### config.mk
export PLATFORM = sky130hd
export DESIGN_NAME = quad_x_motor_mixer
export DESIGN_NICKNAME = d
export VERILOG_FILES = /design/src/rtl/core/qxmm_pkg.sv /design/src/rtl/core/qxmm_limit.sv /design/src/rtl/core/qxmm_motor.sv /design/src/rtl/core/quad_x_motor_mixer.sv
export SDC_FILE = /design/constraint.sdc
export NUM_CORES = 2
export LEC_CHECK = 0
export BUFFER_PORTS_ARGS = -buffer_cell sky130_fd_sc_hd__buf_2
export CORE_MARGIN = 8
export CORE_UTILIZATION = 60
export DETAILED_ROUTE_END_ITERATION = 16
export PLACE_DENSITY = 0.88
export SLEW_MARGIN = 20
export SYNTH_ARGS = -nofsm -noshare
export SYNTH_HDL_FRONTEND = slang
export SYNTH_SLANG_ARGS = --single-unit
### constraint.sdc
create_clock -name clk -period 22.2 [get_ports clk]
set_input_delay 1.11 -clock clk [delete_from_list [all_inputs] [get_ports clk]]
set_output_delay 1.11 -clock clk [all_outputs]
set_load 0.005 [all_outputs]
### src/rtl/core/qxmm_pkg.sv
// ---------------------------------------------------------------------------
// qxmm_pkg
// shared constants for the quad x-frame motor mixer
// ---------------------------------------------------------------------------
package qxmm_pkg;

    // default fixed-point fraction width
    localparam int FRACTION_BITS_DEFAULT = 12;

    // commands carry a sign bit and three integer bits above the fraction
    localparam int CMD_EXTRA_BITS = 4;

    // authority ramp gain and the divisor that places its start at 0.05
    localparam int MIX_GAIN        = 10;
    localparam int MIX_LOW_DIVISOR = 20;

    // number of motors
    localparam int MOTOR_COUNT = 4;

endpackage

### src/rtl/core/qxmm_limit.sv
// ---------------------------------------------------------------------------
// qxmm_limit
// throttle saturation, correction bound and mix authority
// ---------------------------------------------------------------------------
module qxmm_limit #(
    parameter int FRACTION_BITS = qxmm_pkg::FRACTION_BITS_DEFAULT
) (
    input  logic [FRACTION_BITS:0]   throttle,
    output logic [FRACTION_BITS:0]   throttle_sat,
    output logic [FRACTION_BITS-1:0] limit,
    output logic [FRACTION_BITS:0]   authority
);
    import qxmm_pkg::*;

    localparam int FB = FRACTION_BITS;
    localparam int PW = FB + 5;
    localparam logic [FB:0]   ONE  = (FB + 1)'(1) << FB;
    localparam logic [FB:0]   HALF = ONE >> 1;
    localparam logic [FB:0]   LOW  =
        (FB + 1)'(((1 << FB) + MIX_LOW_DIVISOR / 2) / MIX_LOW_DIVISOR);
    localparam logic [PW-1:0] ONE_WIDE = PW'(ONE);

    logic [FB:0]   thr;
    logic [FB:0]   headroom;
    logic [FB:0]   bound;
    logic [FB:0]   ramp_base;
    logic [PW-1:0] ramp;

    // throttle above full counts as full
    always_comb
    begin
        thr = (throttle > ONE) ? ONE : throttle;
    end

    // bound = min(half, thr, one - thr)
    always_comb
    begin
        headroom = ONE - thr;
        bound    = HALF;
        if (thr < bound)
        begin
            bound = thr;
        end
        if (headroom < bound)
        begin
            bound = headroom;
        end
    end

    // authority ramp (thr - low) * gain, clamped to 0..one
    always_comb
    begin
        ramp_base = (thr > LOW) ? (thr - LOW) : '0;
        ramp      = PW'(ramp_base) * PW'(MIX_GAIN);
        authority = (ramp > ONE_WIDE) ? ONE : ramp[FB:0];
    end

    assign throttle_sat = thr;
    assign limit        = bound[FB-1:0];

endmodule

### src/rtl/core/qxmm_motor.sv
// ---------------------------------------------------------------------------
// qxmm_motor
// one motor lane: signed sum, clamp, authority scaling and drive output
// ---------------------------------------------------------------------------
module qxmm_motor #(
    parameter int FRACTION_BITS = qxmm_pkg::FRACTION_BITS_DEFAULT,
    parameter bit PITCH_NEG     = 1'b0,
    parameter bit ROLL_NEG      = 1'b0
) (
    input  logic [FRACTION_BITS:0]                              throttle_sat,
    input  logic signed [FRACTION_BITS+qxmm_pkg::CMD_EXTRA_BITS-1:0] roll_command,
    input  logic signed [FRACTION_BITS+qxmm_pkg::CMD_EXTRA_BITS-1:0] pitch_command,
    input  logic [FRACTION_BITS-1:0]                            limit,
    input  logic [FRACTION_BITS:0]                              authority,
    output logic [FRACTION_BITS:0]                              motor,
    output logic                                                saturated
);
    import qxmm_pkg::*;

    localparam int FB = FRACTION_BITS;
    localparam int CW = FB + CMD_EXTRA_BITS;
    localparam int RW = CW + 2;
    localparam int MW = 2 * FB + 4;
    localparam logic [FB:0] ONE = (FB + 1)'(1) << FB;

    logic signed [RW-1:0]   pitch_term;
    logic signed [RW-1:0]   roll_term;
    logic signed [RW-1:0]   raw;
    logic signed [RW-1:0]   raw_mag;
    logic signed [RW-1:0]   lim_pos;
    logic signed [RW-1:0]   clamped;
    logic signed [FB+1:0]   clamped_short;
    logic signed [FB+1:0]   auth_s;
    logic signed [MW-1:0]   product;
    logic signed [MW-1:0]   scaled;
    logic signed [FB+2:0]   drive_sum;

    // raw correction with this lane's signs
    always_comb
    begin
        pitch_term = RW'(pitch_command);
        roll_term  = RW'(roll_command);
        if (PITCH_NEG)
        begin
            pitch_term = -pitch_term;
        end
        if (ROLL_NEG)
        begin
            roll_term = -roll_term;
        end
        raw = pitch_term + roll_term;
    end

    // saturation flag and clamp to +-limit
    always_comb
    begin
        lim_pos   = $signed(RW'(limit));
        raw_mag   = raw[RW-1] ? -raw : raw;
        saturated = (raw_mag > lim_pos);
        if (raw > lim_pos)
        begin
            clamped = lim_pos;
        end
        else if (raw < -lim_pos)
        begin
            clamped = -lim_pos;
        end
        else
        begin
            clamped = raw;
        end
        clamped_short = clamped[FB+1:0];
    end

    // scale by authority, floor shift back to fraction
    always_comb
    begin
        auth_s  = $signed({1'b0, authority});
        product = MW'(clamped_short) * MW'(auth_s);
        scaled  = product >>> FB;
    end

    // drive = throttle + correction, kept in 0..one
    always_comb
    begin
        drive_sum = $signed({2'b00, throttle_sat}) + (FB + 3)'($signed(scaled[FB+1:0]));
        if (drive_sum[FB+2])
        begin
            motor = '0;
        end
        else if (drive_sum[FB+1:0] > (FB + 2)'(ONE))
        begin
            motor = ONE;
        end
        else
        begin
            motor = drive_sum[FB:0];
        end
    end

endmodule

### src/rtl/core/quad_x_motor_mixer.sv
// ---------------------------------------------------------------------------
// quad_x_motor_mixer
// quad x-frame motor mixer: throttle, roll and pitch into four motor drives
// ---------------------------------------------------------------------------
//  channel  handshake             payload
//  in       in_valid / in_stall   throttle, roll_command, pitch_command
//  out      out_valid / out_stall motor_one..motor_four, correction_limit,
//                                 saturated_mask
//
//  one transaction per cycle sustained while out_stall is low; path: input register,
//  then the mixing logic and its four multipliers into the result register
//  reset clears both stage valid flags; payload registers are not reset
//  out_stall holds the result; the input register keeps accepting while the
//  result register is empty or being drained, so in_stall rises only when
//  both stages hold a transaction and out_stall is high
// ---------------------------------------------------------------------------
module quad_x_motor_mixer #(
    parameter int FRACTION_BITS = qxmm_pkg::FRACTION_BITS_DEFAULT
) (
    input  logic                                                     clk,
    input  logic                                                     rst_n,
    input  logic                                                     in_valid,
    output logic                                                     in_stall,
    input  logic [FRACTION_BITS:0]                                   throttle,
    input  logic signed [FRACTION_BITS+qxmm_pkg::CMD_EXTRA_BITS-1:0] roll_command,
    input  logic signed [FRACTION_BITS+qxmm_pkg::CMD_EXTRA_BITS-1:0] pitch_command,
    output logic                                                     out_valid,
    input  logic                                                     out_stall,
    output logic [FRACTION_BITS:0]                                   motor_one,
    output logic [FRACTION_BITS:0]                                   motor_two,
    output logic [FRACTION_BITS:0]                                   motor_three,
    output logic [FRACTION_BITS:0]                                   motor_four,
    output logic [FRACTION_BITS-1:0]                                 correction_limit,
    output logic [qxmm_pkg::MOTOR_COUNT-1:0]                         saturated_mask
);
    import qxmm_pkg::*;

    localparam int FB = FRACTION_BITS;
    localparam int CW = FB + CMD_EXTRA_BITS;

    // input stage
    logic                 in_valid_reg;
    logic [FB:0]          thr_reg;
    logic signed [CW-1:0] roll_reg;
    logic signed [CW-1:0] pitch_reg;

    // mixing results
    logic [FB:0]            thr_sat;
    logic [FB-1:0]          lim;
    logic [FB:0]            auth;
    logic [FB:0]            mix_motor [MOTOR_COUNT];
    logic [MOTOR_COUNT-1:0] mix_sat;

    // result stage
    logic                   out_valid_reg;
    logic                   out_valid_next;
    logic [FB:0]            motor_reg [MOTOR_COUNT];
    logic [FB-1:0]          limit_reg;
    logic [MOTOR_COUNT-1:0] sat_reg;

    logic out_advance;
    logic in_load;

    // flow control
    assign out_advance    = !out_valid_reg || !out_stall;
    assign in_stall       = in_valid_reg && !out_advance;
    assign in_load        = !in_stall;
    assign out_valid_next = out_advance ? in_valid_reg : out_valid_reg;

    // stage valid flags
    always_ff @(posedge clk or negedge rst_n)
    begin
        if (!rst_n)
        begin
            in_valid_reg  <= 1'b0;
            out_valid_reg <= 1'b0;
        end
        else
        begin
            if (in_load)
            begin
                in_valid_reg <= in_valid;
            end
            out_valid_reg <= out_valid_next;
        end
    end

    // input register
    always_ff @(posedge clk)
    begin
        if (in_load && in_valid)
        begin
            thr_reg   <= throttle;
            roll_reg  <= roll_command;
            pitch_reg <= pitch_command;
        end
    end

    // bound and authority
    qxmm_limit #(
        .FRACTION_BITS (FRACTION_BITS)
    ) u_limit (
        .throttle     (thr_reg),
        .throttle_sat (thr_sat),
        .limit        (lim),
        .authority    (auth)
    );

    // motor lanes: 1 +p+r, 2 -p-r, 3 +p-r, 4 -p+r
    qxmm_motor #(
        .FRACTION_BITS (FRACTION_BITS),
        .PITCH_NEG     (1'b0),
        .ROLL_NEG      (1'b0)
    ) u_motor_one (
        .throttle_sat  (thr_sat),
        .roll_command  (roll_reg),
        .pitch_command (pitch_reg),
        .limit         (lim),
        .authority     (auth),
        .motor         (mix_motor[0]),
        .saturated     (mix_sat[0])
    );

    qxmm_motor #(
        .FRACTION_BITS (FRACTION_BITS),
        .PITCH_NEG     (1'b1),
        .ROLL_NEG      (1'b1)
    ) u_motor_two (
        .throttle_sat  (thr_sat),
        .roll_command  (roll_reg),
        .pitch_command (pitch_reg),
        .limit         (lim),
        .authority     (auth),
        .motor         (mix_motor[1]),
        .saturated     (mix_sat[1])
    );

    qxmm_motor #(
        .FRACTION_BITS (FRACTION_BITS),
        .PITCH_NEG     (1'b0),
        .ROLL_NEG      (1'b1)
    ) u_motor_three (
        .throttle_sat  (thr_sat),
        .roll_command  (roll_reg),
        .pitch_command (pitch_reg),
        .limit         (lim),
        .authority     (auth),
        .motor         (mix_motor[2]),
        .saturated     (mix_sat[2])
    );

    qxmm_motor #(
        .FRACTION_BITS (FRACTION_BITS),
        .PITCH_NEG     (1'b1),
        .ROLL_NEG      (1'b0)
    ) u_motor_four (
        .throttle_sat  (thr_sat),
        .roll_command  (roll_reg),
        .pitch_command (pitch_reg),
        .limit         (lim),
        .authority     (auth),
        .motor         (mix_motor[3]),
        .saturated     (mix_sat[3])
    );

    // result register
    always_ff @(posedge clk)
    begin
        if (out_advance && in_valid_reg)
        begin
            for (int i = 0; i < MOTOR_COUNT; i++)
            begin
                motor_reg[i] <= mix_motor[i];
            end
            limit_reg <= lim;
            sat_reg   <= mix_sat;
        end
    end

    // outputs
    assign out_valid        = out_valid_reg;
    assign motor_one        = motor_reg[0];
    assign motor_two        = motor_reg[1];
    assign motor_three      = motor_reg[2];
    assign motor_four       = motor_reg[3];
    assign correction_limit = limit_reg;
    assign saturated_mask   = sat_reg;

endmodule

[After elaboration in Yosys (flattened, before gate mapping)]
Memories as Yosys holds them, arrays and structs flattened.
Index checks and enable logic that the tools add are counted.
Word-level totals
  memories kept: 1
  output and inout port bits: 70
  logic and storage cells: 86
  input bits: 49
  bits in writable memories: 52
  register bits after elaboration: 63
Cells by class
  $mul: 5
  add/subtract/negate cells: 17
  magnitude comparators: 21
  muxes and demuxes: 27
  reduce and logical (&&, ||, !) cells: 8
Memory list
  motor_reg: words 4, bits a word 13, rd ports 4, clocked after memory_dff 0, wr ports 4, RTL line quad_x_motor_mixer.sv:57  | logic [FB:0] motor_reg [MOTOR_COUNT];
Operator list (number)
  $mux W13: 12
  $gt A18 B13 Y1: 7
  $mux W14: 8
  $mul A14 B14 Y26: 4
  $mux W18: 4
  $add A14 B14 Y15: 4
  $gt A14 B13 Y1 const B: 4
  $lt A18 B18 Y1: 3
  $neg A18 Y18: 3
  $neg A16 Y18: 2
  $add A16 B18 Y18: 1
  $add A18 B16 Y18: 1
  $add A18 B18 Y18: 1
  $lt A17 B18 Y1: 1
  $neg A12 Y18: 1
  $neg A17 Y18: 1
  $add A16 B16 Y17: 1
  $gt A17 B13 Y1: 1
  $gt A17 B13 Y1 const B: 1
  $mul A13 B3 Y16 const B: 1
  $gt A13 B13 Y1 const B: 1
  $gt A13 B8 Y1 const B: 1
  $lt A13 B12 Y1 const B: 1
  $lt A13 B13 Y1: 1
  7 further kinds: 13

[Longest topological paths before layout]
  word-level depth: 15
  gate-level depth with buffers: 74

[By module]
Synthesis repeated with hierarchy kept, for this count alone.
Second synthesis, totals
  cell total of the unflattened synthesis: 5521
  area, all modules: 46886.2 µm²
By module, submodules not included
  qxmm_motor at u_motor_two: times used 1, area each 10438.8 µm², cells an instance 1280
  qxmm_motor at u_motor_one: times used 1, area each 10366.2 µm², cells an instance 1293
  qxmm_motor at u_motor_three: times used 1, area each 10312.4 µm², cells an instance 1269
  qxmm_motor at u_motor_four: times used 1, area each 10218.6 µm², cells an instance 1248
  quad_x_motor_mixer: times used 1, area each 3485.8 µm², cells an instance 121
  qxmm_limit: times used 1, area each 2064.5 µm², cells an instance 310

[Least setup slack after synthesis]
No wires, ideal clock.
  path type: register to register
  from: register thr_reg[12]
  to: memory motor_reg[0][7] in the netlist's numbering, data pin
  data arrival time: 14599 ps
  required time: 21943 ps
  slack: 7344 ps
  buffers on the path: 6
  setup time: 257 ps
  clock period less this slack: 14856 ps
  cell stages (with the launch flop): 72
  path through: edfxtp_1 -> buf_2 -> nor2_1 -> inv_1 -> ha_1 -> clkbuf_1 -> nor2b_1 -> and4_1 -> nor3_1 -> inv_1 -> ha_1 -> a21o_1 -> a221o_1 -> a21oi_1 -> o31ai_1 -> nor2_1 -> nor2_1 -> a21oi_1 -> [36 not listed] -> a22oi_2 -> o31a_1 -> o21a_1 -> o21a_1 -> o21a_1 -> nor2_1 -> ha_1 -> a21o_1 -> a21o_1 -> or4_1 -> mux2i_1 -> a211oi_1 -> a211oi_1 -> nor3_1 -> nor4_1 -> a2bb2oi_2 -> or2_1 -> nor2_1
RTL lines
  start, declared: RTL line quad_x_motor_mixer.sv:43  | logic [FB:0] thr_reg;
  start signal, assigned: RTL line quad_x_motor_mixer.sv:93  | thr_reg <= throttle;
  end, declared: RTL line quad_x_motor_mixer.sv:57

==> summary.txt <==
Cells and area
  • Fraction of final layout cells sized beyond drive strength 1: between 6 and 7%
  • Fin nets: 6,235
  • Final core occ: 64.0%
  • Design area: between 0.04 and 0.05 mm^2
  • Multi-input logic area: around 0.036 mm^2
  • Synthesis-to-layout area growth: 6.17%
  • Fill cell count: 5,617
  • Max reg flops: 52
  • Register Area: around 0.0034 mm^2
  • Most common cell after layout, fill and taps aside: inv_1
  • Commonest cells after routing, fill and taps aside: inv_1, fa_1, nor2_1

Floorplanning
  • I/O pin cnt: 119
  • Core Area: ~0.070 mm^2
  • Die area: 0.0787 mm^2
  • Starting Density: 60.3%
  • Die Wd: around 280 um
  • Row Count: 97
  • Die Height: 281 um

Critical path
  • Top delay family on crit path: compound AO/OA/AOI/OAI gates
  • Startpoint Class: flop
  • Crit-path max FO: 32
  • Crit end category: flop
  • Most used cell, CP: ha_1
  • Setup CP Type: flop to flop
  • Worst EP required: 22,450 ps
  • Crit path max-delay cell type: xnor2_2
  • Critical Path Max Stage Delay: approximately 870 ps
  • CP arrival: 17,870 ps
  • Buffers plus inverters on the worst setup path: 7

CTS
  • Clk Latency, worst-skew pair: approximately 530 ps
  • Number of post-CTS setup repair buffers: 0
  • CTS max path bufs: 2
  • CTS Buf Count: 17
  • CTS tree: built
  • Root Buffer: clkbuf_16
  • Post-CTS Hold Buffers: 0
  • # clock sinks: 115
  • Worst-path clk slew: about 80 ps
  • Post_cts resized: 0
  • Max H-tree Level: 4

Worst hold path
  • HP Class: input port to asynchronous set/reset pin

Synthesis
  • Mean Syn Cell Area: 8.56 um^2
  • Area contributors post-synth: fa_1, ha_1, edfxtp_1, inv_1, nor2_1
  • Post-Syn Nets: 6,150
  • Yosys warns: 0
  • Flop and latch count out of synthesis: 115
  • Post-synthesis instance total: 4,906
  • Yosys cell types: 118
  • Post-Syn Area: 0.0420 mm^2
  • Async S/R FF share, synth: 1.74%
  • Seq/Total Area, Yosys: 8.20%
  • Post-synth top area cell: fa_1
  • Post-synth EDFFs: 113
  • Share of the synthesized area in the top cell type: 28.8%
  • Top_reg_cell synth: edfxtp_1

Placed design
  • Post-DP Area: 0.0440 mm^2
  • IO buf count: 118
  • GPL Wtd Cong: 1.06
  • HPWL after DPL: 109,000 um

Route
  • WL/cell: 22.8 um
  • Top Metal Used: met5
  • Drt drc: 0
  • ANT nets after route: 0
  • Drt via density: approximately 6.3
  • Met2 WL: 59,900 um
  • Met3 Wirelength: between 15,000 and 20,000 um
  • WL final: 136,000 um
  • DR vias: 37.7k
  • M1 WL: 48,200 um
  • DRT Pass-1 Iters: 10
  • Number of DRC markers in iteration 0: 3,956

Timing
  • Fin. max-slew vios: 0
  • Fin crit period: between 15,000 and 20,000 ps
  • Setup TNS: 0 ps
  • Final hold vios: 0
  • Peak Freq: 56.7 MHz
  • Period utilization: 79.4%
  • Worst slew margin: between 10% and 20%
  • RSZ-0062 raised after global routing: false
  • Hold_ws: between 300 and 400 ps
  • Clk_skew: 37.5 ps
  • Final Setup Violations: 0
  • Worst Max-Slew Pin Slew: 1270 ps

Status
  • Status: finished clean

Global route
  • Largest net degree at the start of global routing: 69
  • GRT Overall Usage: 34.8%
  • First-pass GRT wire length: approximately 210,000 um
  • Number of antenna violations at the first check in global routing: 2
  • Overflow after GRT: 0
  • Number of global-route vias before repair: 38.5k

Power
  • Pwr dens: 112 mW/mm^2
  • Leakage: 22.1 nW
  • Worst vdd ir: 229 uV

Flow run
  • Max-cap violations: 0
-- layer usage --
layer	vias up	global-route usage (%)
li1	16500	-
met1	18100	41.4
met2	2367	54.7
met3	717	9.39
met4	4	23.9
met5	-	0
-- cells by family after synthesis --
family                   synth area share, %
AND/OR/NAND/NOR                         17.3
adder cells (fa/ha/maj)                 46.6
AO/OA/AOI/OAI                           13.5
buffers and inverters                   7.28
XOR/XNOR                                6.25
flip-flops                              8.20
multiplexers                           0.873
other                                0.00893
-- cell usage after synthesis (all sizes together) (28+ instances only) --
cell and instances:
o21ai 131, nand4 36, nand2b 43, a21oi 259
ha 590, nand2 518, o22ai 30, o21a 47
a31oi 28, fa 605, inv 663, clkbuf 116
o21bai 31, nor2b 63, xnor2 212, xor2 82
and2 39, nand3 55, a21o 107, edfxtp 113
nor3 94, and3 31, nor2 600
-- final cells by class --
class                   count  share of cell area [%]
diodes                      1                 0.00561
clock inverters            15                   0.362
clock buffers              17                   0.954
repair buffers            206                    2.85
flip-flops and latches    115                    7.72
inverters                 669                    5.63
well taps                 940                    2.64
multi-input cells        3982                    79.8
-- report_power, final --
part,internal [mW],switching (mW)
Combinational,1.63,2.67
Sequential,0.367,0.0295
Clock,0.150,0.152
Total,2.15,2.85
-- path summary, 6_finish.rpt --
kind | start | end | slack [ps] | cells after the start
worst min-delay path | rst_n | out_valid | 380 | 1
max in group asynchronous | rst_n | in_valid_reg | 21720 | 1
min in group clk | in_valid_reg | out_valid | 480 | 1
worst min register to register | in_valid_reg | out_valid | 480 | 1
worst max-delay path | thr_reg[12] | motor_reg[2][12] | 4570 | 60
worst max register to register | thr_reg[12] | motor_reg[2][12] | 4570 | 60
-- worst reg2reg max path, delay by kind of cell, from the launching register on --
kind,cells,cell delay [ps]
compound gates,21,5660
simple gates,16,3590
buf+inv,7,1290
xor+xnor,3,1160
fa+ha+maj,13,5250
flops,1,400
-- through the flow --
step	total power [mW]	setup slack, ps	instances
after global routing	5.44	3700	5944
after floorplan	3.42	7340	4906
after detailed placement	4.55	5210	5911
final	5.01	4570	5945
after global placement	4.42	5570	5911
after CTS	4.91	4980	5943
(Power assumes the default switching activity.)
